`config.mk`:
```
export PLATFORM = sky130hd
export DESIGN_NAME = pushdown_automaton_step
export DESIGN_NICKNAME = d
export VERILOG_FILES = /design/src/rtl/core/pda_pkg.sv /design/src/rtl/core/pda_ram.sv /design/src/rtl/core/pushdown_automaton_step.sv
export SDC_FILE = /design/constraint.sdc
export NUM_CORES = 2
export LEC_CHECK = 0
export ABC_AREA = 1
export BUFFER_PORTS_ARGS = -buffer_cell sky130_fd_sc_hd__buf_2
export CAP_MARGIN = 20
export CELL_PAD_IN_SITES_DETAIL_PLACEMENT = 0
export CELL_PAD_IN_SITES_GLOBAL_PLACEMENT = 1
export CORE_MARGIN = 2
export CORE_UTILIZATION = 43
export DETAILED_ROUTE_END_ITERATION = 8
export PLACE_DENSITY_LB_ADDON = 0.12
export SLEW_MARGIN = 20
export SYNTH_ARGS = -nofsm -noshare
export SYNTH_HDL_FRONTEND = slang
export SYNTH_SLANG_ARGS = --single-unit
```
`constraint.sdc`:
```
create_clock -name clk -period 12.2 [get_ports clk]
set_input_delay 1.83 -clock clk [delete_from_list [all_inputs] [get_ports clk]]
set_output_delay 1.83 -clock clk [all_outputs]
set_load 0.01 [all_outputs]
```
`src/rtl/core/pda_pkg.sv`:
```
// Shared types and constants for the pushdown automaton step block.
// No dependencies; used by pushdown_automaton_step.
package pda_pkg;

  // field widths fixed by the item formats
  localparam int ST_W       = 3;   // automaton state
  localparam int STK_SYM_W  = 2;   // stack symbol
  localparam int IN_SYM_W   = 3;   // input symbol
  localparam int CNT_W      = 2;   // push count
  localparam int KEY_W      = ST_W + STK_SYM_W + IN_SYM_W;
  localparam int DEPTH_W    = 7;   // reported stack depth
  localparam int KIND_W     = 2;

  localparam int IN_TDATA_W  = 24;
  localparam int OUT_TDATA_W = 16;

  localparam int CFG_IDX_W  = 2;
  localparam int CFG_DATA_W = 8;

  // configuration register indexes
  localparam logic [CFG_IDX_W-1:0] CFG_START_STATE   = 2'd0;
  localparam logic [CFG_IDX_W-1:0] CFG_BOTTOM_SYMBOL = 2'd1;
  localparam logic [CFG_IDX_W-1:0] CFG_FINAL_MASK    = 2'd2;

  // item kinds
  typedef enum logic [KIND_W-1:0] {
    KIND_LOAD    = 2'd0,
    KIND_RESTART = 2'd1,
    KIND_SYMBOL  = 2'd2
  } kind_t;

  // stored part of a transition entry (valid lives in flops)
  typedef struct packed {
    logic [ST_W-1:0]      next_state;
    logic [CNT_W-1:0]     push_count;
    logic [STK_SYM_W-1:0] push_first;
    logic [STK_SYM_W-1:0] push_second;
  } entry_t;

  localparam int ENTRY_W = $bits(entry_t);

endpackage

```
`src/rtl/core/pda_ram.sv`:
```
// Generic simple dual-port RAM: one write port, one read port with registered data.
// No dependencies; used for the transition table and the symbol stack.
module pda_ram #(
  parameter int WIDTH = 8,
  parameter int DEPTH = 16
) (
  input  logic                              clk,
  input  logic                              we,
  input  logic [$clog2(DEPTH)-1:0]          waddr,
  input  logic [WIDTH-1:0]                  wdata,
  input  logic                              re,
  input  logic [$clog2(DEPTH)-1:0]          raddr,
  output logic [WIDTH-1:0]                  rdata
);

  logic [WIDTH-1:0] mem_r [DEPTH];
  logic [WIDTH-1:0] rdata_r;

  // write port
  always_ff @(posedge clk) begin
    if (we) begin
      mem_r[waddr] <= wdata;
    end
  end

  // registered read, holds while not enabled
  always_ff @(posedge clk) begin
    if (re) begin
      rdata_r <= mem_r[raddr];
    end
  end

  assign rdata = rdata_r;

endmodule

```
`src/rtl/core/pushdown_automaton_step.sv`:
```
// Top level of the table-driven deterministic pushdown automaton step block.
// Depends on pda_pkg and pda_ram (transition table and symbol stack memories).
//
//   channel | direction | handshake            | payload
//   --------+-----------+----------------------+------------------------------------
//   in_     | slave     | in_tvalid/in_tready  | tuser: kind, tdata: entry key/fields
//   out_    | master    | out_tvalid/out_tready| tdata: status word
//   cfg_    | slave     | cfg_valid/cfg_ready  | cfg_index, cfg_data
//
// Load, restart and unused kinds need no read phase and may follow back to back while the output is free.
// A symbol word spends a read phase first: the transition table and the stack word below
// the top are read through registered memory ports before the update.
// Reset is synchronous; table valid flops clear at once, there is no clearing pass.
// With out_tready low the result holds and one more word waits in the input register.
module pushdown_automaton_step #(
  parameter int STACK_DEPTH = 64,
  parameter int NUM_STATES  = 8,
  parameter int PUSH_MAX    = 2
) (
  input  logic                                clk,
  input  logic                                rst_n,
  // input words
  input  logic                                in_tvalid,
  output logic                                in_tready,
  // tdata, low bit up: from_state[3], top_symbol[2], symbol[3], next_state[3],
  // push_count[2], push_first[2], push_second[2], entry_valid[1], zero pad
  input  logic [pda_pkg::IN_TDATA_W-1:0]      in_tdata,
  // tuser: kind[2]
  input  logic [pda_pkg::KIND_W-1:0]          in_tuser,
  // result words
  output logic                                out_tvalid,
  input  logic                                out_tready,
  // tdata, low bit up: state_now[3], accepted[1], failed[1], stack_depth[7], zero pad
  output logic [pda_pkg::OUT_TDATA_W-1:0]     out_tdata,
  // configuration writes
  input  logic                                cfg_valid,
  output logic                                cfg_ready,
  input  logic [pda_pkg::CFG_IDX_W-1:0]       cfg_index,
  input  logic [pda_pkg::CFG_DATA_W-1:0]      cfg_data
);

  localparam int TBL_STATES = (NUM_STATES < 8) ? NUM_STATES : 8;
  localparam int TBL_DEPTH  = TBL_STATES * 32;
  localparam int TBL_AW     = $clog2(TBL_DEPTH);
  localparam int STK_AW     = $clog2(STACK_DEPTH);
  localparam int SPW        = $clog2(STACK_DEPTH + 1);
  localparam int PUSH_LIM   = (PUSH_MAX < 2) ? PUSH_MAX : 2;

  // input register
  logic                              a_valid_r;
  logic                              a_phase_r;
  pda_pkg::kind_t                    a_kind_r;
  logic [pda_pkg::ST_W-1:0]          a_from_r;
  logic [pda_pkg::STK_SYM_W-1:0]     a_top_r;
  logic [pda_pkg::IN_SYM_W-1:0]      a_sym_r;
  logic [pda_pkg::ST_W-1:0]          a_next_r;
  logic [pda_pkg::CNT_W-1:0]         a_cnt_r;
  logic [pda_pkg::STK_SYM_W-1:0]     a_first_r;
  logic [pda_pkg::STK_SYM_W-1:0]     a_second_r;
  logic                              a_evld_r;

  // automaton state
  logic [pda_pkg::ST_W-1:0]          state_r, state_nxt;
  logic [pda_pkg::STK_SYM_W-1:0]     top_r, top_nxt;
  logic [SPW-1:0]                    sp_r, sp_nxt;
  logic                              err_r, err_nxt;
  logic [TBL_DEPTH-1:0]              tbl_vld_r;

  // configuration
  logic [pda_pkg::ST_W-1:0]          start_r;
  logic [pda_pkg::STK_SYM_W-1:0]     bottom_r;
  logic [7:0]                        final_r;

  // result register
  logic                              out_valid_r;
  logic [pda_pkg::OUT_TDATA_W-1:0]   out_tdata_r;

  // memories
  logic                              tbl_we, tbl_re;
  logic [TBL_AW-1:0]                 tbl_waddr, tbl_raddr;
  pda_pkg::entry_t                   tbl_wdata, tbl_ent;
  logic [pda_pkg::ENTRY_W-1:0]       tbl_rdata;
  logic                              stk_we, stk_re;
  logic [STK_AW-1:0]                 stk_waddr, stk_raddr;
  logic [pda_pkg::STK_SYM_W-1:0]     stk_wdata, stk_rdata;

  logic                              out_free, a_is_sym, a_done, in_acc;
  logic [pda_pkg::KEY_W-1:0]         rd_key, ld_key;
  logic                              state_ok, from_ok, ent_ok, sp_ok, ovf;
  logic [pda_pkg::CNT_W-1:0]         cnt_sat;
  logic                              acc_nxt;

  // handshake
  assign out_free  = !out_valid_r || out_tready;
  assign a_is_sym  = (a_kind_r == pda_pkg::KIND_SYMBOL);
  assign a_done    = a_valid_r && out_free && (!a_is_sym || a_phase_r);
  assign in_tready = !a_valid_r || a_done;
  assign in_acc    = in_tvalid && in_tready;
  assign cfg_ready = 1'b1;

  // saturate the push count of a load word
  assign cnt_sat = (32'(in_tdata[12:11]) > 32'(PUSH_LIM)) ? pda_pkg::CNT_W'(PUSH_LIM)
                                                          : in_tdata[12:11];

  // input register, symbol words spend a read phase here
  always_ff @(posedge clk) begin
    if (!rst_n) begin
      a_valid_r <= 1'b0;
      a_phase_r <= 1'b0;
    end else if (in_acc) begin
      a_valid_r <= 1'b1;
      a_phase_r <= 1'b0;
    end else if (a_done) begin
      a_valid_r <= 1'b0;
      a_phase_r <= 1'b0;
    end else if (a_valid_r && a_is_sym) begin
      a_phase_r <= 1'b1;
    end
  end

  always_ff @(posedge clk) begin
    if (in_acc) begin
      a_kind_r   <= pda_pkg::kind_t'(in_tuser);
      a_from_r   <= in_tdata[2:0];
      a_top_r    <= in_tdata[4:3];
      a_sym_r    <= in_tdata[7:5];
      a_next_r   <= in_tdata[10:8];
      a_cnt_r    <= cnt_sat;
      a_first_r  <= in_tdata[14:13];
      a_second_r <= in_tdata[16:15];
      a_evld_r   <= in_tdata[17];
    end
  end

  // table and stack read addresses, issued in the first phase of a symbol word
  assign rd_key    = {state_r, top_r, a_sym_r};
  assign ld_key    = {a_from_r, a_top_r, a_sym_r};
  assign tbl_re    = a_valid_r && a_is_sym && !a_phase_r;
  assign tbl_raddr = rd_key[TBL_AW-1:0];
  assign stk_re    = tbl_re;
  assign stk_raddr = STK_AW'(sp_r - SPW'(2));

  assign tbl_waddr = ld_key[TBL_AW-1:0];
  assign tbl_wdata = '{next_state: a_next_r, push_count: a_cnt_r,
                       push_first: a_first_r, push_second: a_second_r};
  assign tbl_ent   = pda_pkg::entry_t'(tbl_rdata);

  // checks on the looked-up transition
  assign state_ok = 32'(state_r) < 32'(NUM_STATES);
  assign from_ok  = 32'(a_from_r) < 32'(NUM_STATES);
  assign ent_ok   = state_ok && tbl_vld_r[tbl_raddr];
  assign sp_ok    = (sp_r != '0) && (32'(sp_r) <= 32'(STACK_DEPTH));
  assign ovf      = (32'(sp_r) + 32'(tbl_ent.push_count)) > 32'(STACK_DEPTH + 1);

  // next automaton state
  always_comb begin
    state_nxt = state_r;
    top_nxt   = top_r;
    sp_nxt    = sp_r;
    err_nxt   = err_r;
    tbl_we    = 1'b0;
    stk_we    = 1'b0;
    stk_waddr = STK_AW'(sp_r - SPW'(1));
    stk_wdata = tbl_ent.push_first;
    if (a_done) begin
      unique case (a_kind_r)
        pda_pkg::KIND_LOAD: begin
          tbl_we = from_ok;
        end
        pda_pkg::KIND_RESTART: begin
          state_nxt = start_r;
          top_nxt   = bottom_r;
          sp_nxt    = SPW'(1);
          err_nxt   = 1'b0;
        end
        pda_pkg::KIND_SYMBOL: begin
          priority if (err_r) begin
            err_nxt = 1'b1;
          end else if (!sp_ok || !ent_ok || ovf) begin
            err_nxt = 1'b1;
          end else begin
            state_nxt = tbl_ent.next_state;
            // top lives in a register, the memory holds the words below it
            unique case (tbl_ent.push_count)
              2'd1: begin
                top_nxt = tbl_ent.push_first;
              end
              2'd2: begin
                stk_we  = 1'b1;
                top_nxt = tbl_ent.push_second;
                sp_nxt  = sp_r + SPW'(1);
              end
              default: begin
                top_nxt = stk_rdata;
                sp_nxt  = sp_r - SPW'(1);
              end
            endcase
          end
        end
        default: begin
        end
      endcase
    end
  end

  assign acc_nxt = !err_nxt && (sp_nxt != '0) && final_r[state_nxt] && (top_nxt == bottom_r);

  // state registers and table valid flops
  always_ff @(posedge clk) begin
    if (!rst_n) begin
      state_r   <= '0;
      top_r     <= '0;
      sp_r      <= SPW'(1);
      err_r     <= 1'b0;
      tbl_vld_r <= '0;
    end else begin
      state_r <= state_nxt;
      top_r   <= top_nxt;
      sp_r    <= sp_nxt;
      err_r   <= err_nxt;
      if (tbl_we) begin
        tbl_vld_r[tbl_waddr] <= a_evld_r;
      end
    end
  end

  // configuration writes
  always_ff @(posedge clk) begin
    if (!rst_n) begin
      start_r  <= '0;
      bottom_r <= '0;
      final_r  <= '0;
    end else if (cfg_valid) begin
      unique case (cfg_index)
        pda_pkg::CFG_START_STATE:   start_r  <= cfg_data[2:0];
        pda_pkg::CFG_BOTTOM_SYMBOL: bottom_r <= cfg_data[1:0];
        pda_pkg::CFG_FINAL_MASK:    final_r  <= cfg_data;
        default: begin
        end
      endcase
    end
  end

  // result register
  always_ff @(posedge clk) begin
    if (!rst_n) begin
      out_valid_r <= 1'b0;
    end else if (a_done) begin
      out_valid_r <= 1'b1;
    end else if (out_tready) begin
      out_valid_r <= 1'b0;
    end
  end

  always_ff @(posedge clk) begin
    if (a_done) begin
      out_tdata_r <= {4'b0, pda_pkg::DEPTH_W'(sp_nxt), err_nxt, acc_nxt, state_nxt};
    end
  end

  assign out_tvalid = out_valid_r;
  assign out_tdata  = out_tdata_r;

  // transition table memory
  pda_ram #(
    .WIDTH (pda_pkg::ENTRY_W),
    .DEPTH (TBL_DEPTH)
  ) u_tbl_ram (
    .clk   (clk),
    .we    (tbl_we),
    .waddr (tbl_waddr),
    .wdata (tbl_wdata),
    .re    (tbl_re),
    .raddr (tbl_raddr),
    .rdata (tbl_rdata)
  );

  // symbol stack memory, words below the top
  pda_ram #(
    .WIDTH (pda_pkg::STK_SYM_W),
    .DEPTH (STACK_DEPTH)
  ) u_stk_ram (
    .clk   (clk),
    .we    (stk_we),
    .waddr (stk_waddr),
    .wdata (stk_wdata),
    .re    (stk_re),
    .raddr (stk_raddr),
    .rdata (stk_rdata)
  );

  // read phase belongs to a symbol word only
  assert property (@(posedge clk) disable iff (!rst_n)
    a_phase_r |-> (a_valid_r && a_kind_r == pda_pkg::KIND_SYMBOL))
    else $error("read phase without a symbol word");

  // stack pointer stays within the stack
  assert property (@(posedge clk) disable iff (!rst_n)
    32'(sp_r) <= 32'(STACK_DEPTH))
    else $error("stack pointer beyond stack depth");

  // a push into memory never lands past the end of the stack
  assert property (@(posedge clk) disable iff (!rst_n)
    stk_we |-> (32'(sp_r) < 32'(STACK_DEPTH)))
    else $error("stack write past the end");

  // error is sticky until a restart
  assert property (@(posedge clk) disable iff (!rst_n)
    (err_r && !(a_done && a_kind_r == pda_pkg::KIND_RESTART)) |=> err_r)
    else $error("error flag cleared without restart");

  // restart leaves one clean stack word
  assert property (@(posedge clk) disable iff (!rst_n)
    (a_done && a_kind_r == pda_pkg::KIND_RESTART) |=> (!err_r && sp_r == SPW'(1)))
    else $error("restart did not reset the stack");

endmodule
```
# Yosys cells after proc, flatten, opt, wreduce, memory -nomap -nowiden
# Memory sizes are Yosys's and may differ from the RTL's. A register that Yosys moved wholly into a read port is not among the register bits.
# Cells that the tools add are included.
[word_totals] reg_bits=317 ram_bits=2432 input_bits=41 output_inout_bits=19 wordCells=114 mem_count=2
[mem_list] name="u_tbl_ram.mem_r" words=256 word_bits=9 read_ports=1 rd_ports_with_merged_regs=1 write_ports=1 line="pda_ram.sv:16" rtl="logic [WIDTH-1:0] mem_r [DEPTH];"
[mem_list] name="u_stk_ram.mem_r" words=64 word_bits=2 read_ports=1 rd_ports_with_merged_regs=1 write_ports=1 line="pda_ram.sv:16"
[op_classes] n_addsub=4 order_cmp=7 n_eq_ne=7 mux=40 bitwise_logic=1 reduce_logical=32
[op_table] op="$bwmux W256" count=1
[op_table] op="$pmux W7 S2" count=2
[op_table] op="$mux W1" count=21
[op_table] op="$mux W7" count=3
[op_table] op="$lt A8 B9 Y1 const B" count=2
[op_table] op="$reduce_bool A7 Y1" count=2
[op_table] op="$logic_and A1 B1 Y1" count=10
[op_table] op="$mux W3" count=3
[op_table] op="$add A7 B2 Y8" count=1
[op_table] op="$bmux W1 S8" count=1
[op_table] op="$demux W1 S8" count=1
[op_table] op="$ge A8 B1 Y1 const B" count=1
[op_table] op="$gt A8 B7 Y1 const B" count=1
[op_table] op="$pmux W2 S2" count=2
[op_table] op="$add A7 B1 Y7 const B" count=1
[op_table] op="$le A7 B7 Y1 const B" count=1
[op_table] op="$logic_not A1 Y1" count=7
[op_table] op="$sub A7 B1 Y7 const B" count=1
[op_table] op="$eq A2 B1 Y1 const B" count=3
[op_table] op="$eq A2 B2 Y1 const B" count=3
[op_table] op="$mux W2" count=3
[op_table] op="$pmux W3 S2" count=1
[op_table] op="$reduce_and A2 Y1" count=3
[op_table] op="$sub A6 B2 Y6 const B" count=1
[op_table] op="10 further kinds" count=16

# Depth between registers and ports, before layout
[depth] depth_word=13 depth_mapped=25 depth_no_buf=22

# Cells and area by module
# Synthesis repeated with hierarchy kept, for this count alone.
[unflattened] hier_cells=10643 area_unflattened_um2=115070.4
[by_module_without_submodules] mod="pda_ram (u_tbl_ram)" instances=1 cells_per_inst=7826 area_per_inst_um2=93609.8 seq_area_each_um2=69456.6
[by_module_without_submodules] mod="pushdown_automaton_step" instances=1 cells_per_inst=2297 area_per_inst_um2=15826.4 seq_area_each_um2=6666.4
[by_module_without_submodules] mod="pda_ram (u_stk_ram)" instances=1 cells_per_inst=520 area_per_inst_um2=5634.2 seq_area_each_um2=3903.7

# Worst setup path after synthesis
# No wires, ideal clock.
[synth_timing] path_type="input to register" from="input port out_tready" to="memory u_tbl_ram.mem_r[104][0] in the netlist's numbering (enable)" setup_time_ps=375 arrival_ps=3834 setup_slack_ps=7990 path_stages=10 path_buffers=2 path_cell_list="nor2_1 -> inv_1 -> nand3_1 -> inv_1 -> nand2_1 -> inv_1 -> clkbuf_1 -> nand4_1 -> clkbuf_1 -> nor2_1"
[synth_via] elab_chain_cells=6
[synth_rtl] item="start: declaration" line="pushdown_automaton_step.sv:32" rtl="input logic out_tready,"
[synth_rtl] item="$logic_or A1 B1 Y1" line="pushdown_automaton_step.sv:94" rtl="assign out_free = !out_valid_r || out_tready;"
[synth_rtl] item="$logic_and A1 B1 Y1 (2 in a row)" line="pushdown_automaton_step.sv:96" rtl="assign a_done = a_valid_r && out_free && (!a_is_sym || a_phase_r);"
[synth_rtl] item="named net a_done" line="pushdown_automaton_step.sv:87" rtl="logic out_free, a_is_sym, a_done, in_acc;"
[synth_rtl] item="$mux W1" line="pushdown_automaton_step.sv:165" rtl="if (a_done) begin"
[synth_rtl] item="$mux W1" line="pda_ram.sv:21" rtl="if (we) begin"
[synth_rtl] item="$mux W1 (implied by the code)" line="pda_ram.sv:22" rtl="mem_r[waddr] <= wdata;"
[synth_rtl] item="end: declaration" line="pda_ram.sv:16"
# The timed path passes the listed nets, and every way through them passes these cells.

# Worst setup path after layout
[layout_timing] from="register a_sym_r[0] in the netlist's numbering" to="memory u_stk_ram.mem_r[57][1] in the netlist's numbering (enable)"
[layout_via] elab_chain_cells=11
[layout_rtl] item="start: declaration" line="pushdown_automaton_step.sv:55" rtl="logic [pda_pkg::IN_SYM_W-1:0] a_sym_r;"
[layout_rtl] item="start signal: assignment" line="pushdown_automaton_step.sv:126" rtl="a_sym_r <= in_tdata[7:5];"
[layout_rtl] item="$bmux W1 S8" line="pushdown_automaton_step.sv:151" rtl="assign ent_ok = state_ok && tbl_vld_r[tbl_raddr];"
[layout_rtl] item="$mux W1 (implied by the code)" line="pushdown_automaton_step.sv:151"
[layout_rtl] item="$logic_not A1 Y1" line="pushdown_automaton_step.sv:179" rtl="end else if (!sp_ok || !ent_ok || ovf) begin"
[layout_rtl] item="$logic_or A1 B1 Y1 (2 in a row)" line="pushdown_automaton_step.sv:179"
[layout_rtl] item="$mux W1" line="pushdown_automaton_step.sv:179"
[layout_rtl] item="$mux W1" line="pushdown_automaton_step.sv:177" rtl="priority if (err_r) begin"
[layout_rtl] item="$mux W1" line="pushdown_automaton_step.sv:166" rtl="unique case (a_kind_r)"
[layout_rtl] item="$mux W1" line="pushdown_automaton_step.sv:165"
[layout_rtl] item="$mux W1" line="pda_ram.sv:21"
[layout_rtl] item="$mux W1 (implied by the code)" line="pda_ram.sv:22"
[layout_rtl] item="end: declaration" line="pda_ram.sv:16"
# No other way between the ends. The select of a mux whose other input is x is not followed.

==> results_dict.tcl <==
set metrics [dict create \
    power.density_nw_per_um2 167 \
    max_cap_violations 0 \
    place_inst 11567 \
    grt_max_degree 185 \
    slowest_delay_ps 810 \
    placed_area_sq_um 112000 \
    dieArea_sq_um 256000 \
    postCtsSetupRepairBufs 0 \
    yosysSeqAreaShare 0.739 \
    fp.dieW_microns 506 \
    syn_avg_cell_area_sq_um 12.6 \
    fin_crit_sh 0.565 \
    cp_common_cell "nand3_1" \
    wl_per_cell_microns 27.0 \
    hold_end "final_r[0]" \
    relSlewSlack 0.138 \
    setup_tns_ps 0 \
    hold_buffers 0 \
    p_sw_mw 4.54 \
    post-dp-hpwl_microns 179000 \
    comb_power_share 0.054 \
    p_int_mw 15.8 \
    dieHeight_microns 506 \
    rr_worst_depth 16 \
    cts_sinks 2760 \
    fill_cells 22002 \
    initial_core_util 0.432 \
    p_sw_frac 0.223 \
    netlist_area_sq_um 108000 \
    r2r_slack_ps 5310 \
    hold_path_depth 2 \
    report.final.setup_viol 0 \
    fin_crit_ps 6890 \
    vias_per_cell 5.82 \
    synth_edf_count 2475 \
    drt_first_pass_iters 5 \
    rr_startpoint "a_sym_r[0]" \
    start_kind "register" \
    synth.distinct_cells 41 \
    syn_inst 8620 \
    gp_congestion 0.842 \
    post-place-ws_ps 5410 \
    hp-start "final_r[0]" \
    clk_root_buffer_cell "clkbuf_16" \
    cts_buffers 310 \
    initialDrtViolationCount 7928 \
    ant_nets 0 \
    nets 8593 \
    drive_above_1_share 0.0820 \
    dr_total_vias 70590 \
    cp-end-kind "register" \
    fp-row-count 184 \
    r2r_end "u_stk_ram.mem_r[57][1]" \
    synthTopCellsByCount "edfxtp_1 (2475), nand2_1 (1473), nor2_1 (865), nand3_1 (708), o21ai_0 (578)" \
    tightest_slew_ps 1290 \
    clk_pin_slew_ps 60 \
    pwr-share-clk 0.438 \
    p_seq_frac 0.509 \
    yosysTopAreaCell "edfxtp_1" \
    ys_warn_count 0 \
    core-area_sq_um 251000 \
    fmax_mhz 145 \
    async_flop_share 0 \
    fin_skew_ps 52.1 \
    crit_slowest_cell "nor2_4" \
    finalNonFillerCells 12119 \
    clk_latency_ps 950 \
    grt_pass1_vias 68060 \
    drc 0 \
    timing_hold_violations_final 0 \
    grt_pass1_wl_microns 475000 \
    grtUsageTotal 0.251 \
    final_max_slew_viol_count 0 \
    cts_tree "built" \
    antenna_found_initial 10 \
    yosysMostFrequentCell "edfxtp_1" \
    critPathMaxFanout 123 \
    synth_top_area_frac 0.686 \
    post-route-cell-area_sq_um 122000 \
    worstPathCellList "buf_4 -> nor2_4 -> buf_12 -> buf_4 -> nand2_1 -> nand4_1 -> nand3_1 -> nand3_1 -> nand3_1 -> nand3_1 -> nand3_1 -> nand2_2 -> nand2_4 -> nor4_4 -> nand4_1 -> nor2_1" \
    grt_overflow 0 \
    drt-total-wl_microns 327000 \
    fin_ws_ps 5310 \
    io_buffers 48 \
    ir_drop_mv 0.126 \
    cts_resized 0 \
    yosys-top-cells-area "edfxtp_1 (69%), dfxtp_1 (5.3%), nand2_1 (5.1%)" \
    cellLeakagePower_nw 38.0 \
    rsz0062_at_grt "false" \
    synth-main-ff-cell "edfxtp_1" \
    ys_ff_latch 2760 \
    io_pins 60 \
    min_path_type "reg2reg" \
    h-tree-depth 5 \
    arrival_ps 7500 \
    crit_type "reg2reg" \
    area_growth_pct 12.3 \
    status "completed" \
    cp.required_ps 12810 \
    ctsLongestPathBuffers 4 \
]
worst max-delay path, delay by kind of cell, from the launching register on:
| family | cells | cell delay, ps |
|---|---|---|
| simple gates | 13 | 3940 |
| flops | 1 | 680 |
| buf+inv | 3 | 1670 |
final cells by class:
cell class | instances | area, sq um | share of cell area
multi-input cells | 4991 | 25200 | 0.207
clock buffers | 402 | 8310 | 0.0683
flip-flops and latches | 2760 | 80000 | 0.658
inverters | 251 | 972 | 0.00799
diodes | 4 | 10.0 | 0.0000822
clock inverters | 138 | 1220 | 0.0100
well taps | 3348 | 4190 | 0.0344
repair buffers | 225 | 1800 | 0.0148
worst max path at each step:
stage | startpoint | endpoint | slack, ps | cells after the start
floorplan | out_tready | u_tbl_ram.mem_r[104][0] | 7990 | 10
global placement | a_sym_r[0] | u_tbl_ram.rdata[4] | 5440 | 14
detailed placement | a_sym_r[0] | u_stk_ram.mem_r[57][0] | 5410 | 16
CTS | a_sym_r[0] | u_stk_ram.mem_r[57][0] | 5410 | 16
global route | a_sym_r[0] | u_stk_ram.mem_r[57][1] | 5020 | 16
finish | a_sym_r[0] | u_stk_ram.mem_r[57][1] | 5310 | 16
power groups by stage:
stage | logic (mW) | registers (mW) | clock network, mW
finish | 1.09 | 10.3 | 8.89
global route | 1.17 | 10.3 | 9.42
CTS | 1.09 | 10.3 | 9.04
detailed placement | 1.09 | 10.5 | 0
global placement | 1.08 | 10.5 | 0
floorplan | 0.536 | 10.6 | 0
registers in the layout (all words and copies together) (netlist names), 2 cells and up:
signal / cells
start_r: 3
a_sym_r: 3
a_from_r: 3
a_second_r: 2
a_top_r: 2
final_r: 8
out_tdata: 12
a_cnt_r: 2
bottom_r: 2
a_next_r: 3
tbl_vld_r: 256
a_first_r: 2
u_tbl_ram.rdata: 9
top_r: 2
u_stk_ram.rdata: 2
a_kind_r: 2
state_r: 3
u_stk_ram.mem_r: 128
sp_r: 7
u_tbl_ram.mem_r: 2304
metrics by stage:
| stage | total power, mW | hold slack (ps) | util |
|---|---|---|---|
| after global routing | 20.9 | 466 | 0.485 |
| after floorplan | 11.2 | 424 | - |
| final | 20.3 | 448 | 0.485 |
| after CTS | 20.5 | 453 | 0.484 |
| after global placement | 11.6 | 437 | 0.446 |
| after detailed placement | 11.6 | 444 | 0.446 |
cells in the final DEF (no fill, tap or decap), types with 260 or more instances in the layout:
cell	instances
a22oi_1	530
clkbuf_16	315
nand3_1	700
o21ai_0	578
dfxtp_1	281
edfxtp_1	2475
nor3_1	260
nand2_1	1471
a41oi_1	295
nor2_1	822
routing by layer:
layer	global-route usage	part of all wire
met1	0.357	0.44
met5	0	0.000076
met3	0.0370	0.066
met2	0.399	0.47
met4	0.0765	0.029
cell families (layout without fill, tap and decap cells):
| logic type | count (synthesis) | count (layout) | share of synthesized area |
|---|---|---|---|
| xor gates and xnor gates | 5 | 5 | 0.000404 |
| adders and majority gates | 13 | 13 | 0.00157 |
| other | 2 | 9 | 0.0000693 |
| buffers and inverters | 872 | 1016 | 0.0315 |
| and+or+nand+nor | 3351 | 3351 | 0.128 |
| DFF | 2760 | 2760 | 0.739 |
| AOI/OAI and AO/OA | 1617 | 1617 | 0.0994 |
Note: power is estimated with default switching activity, not from simulation.
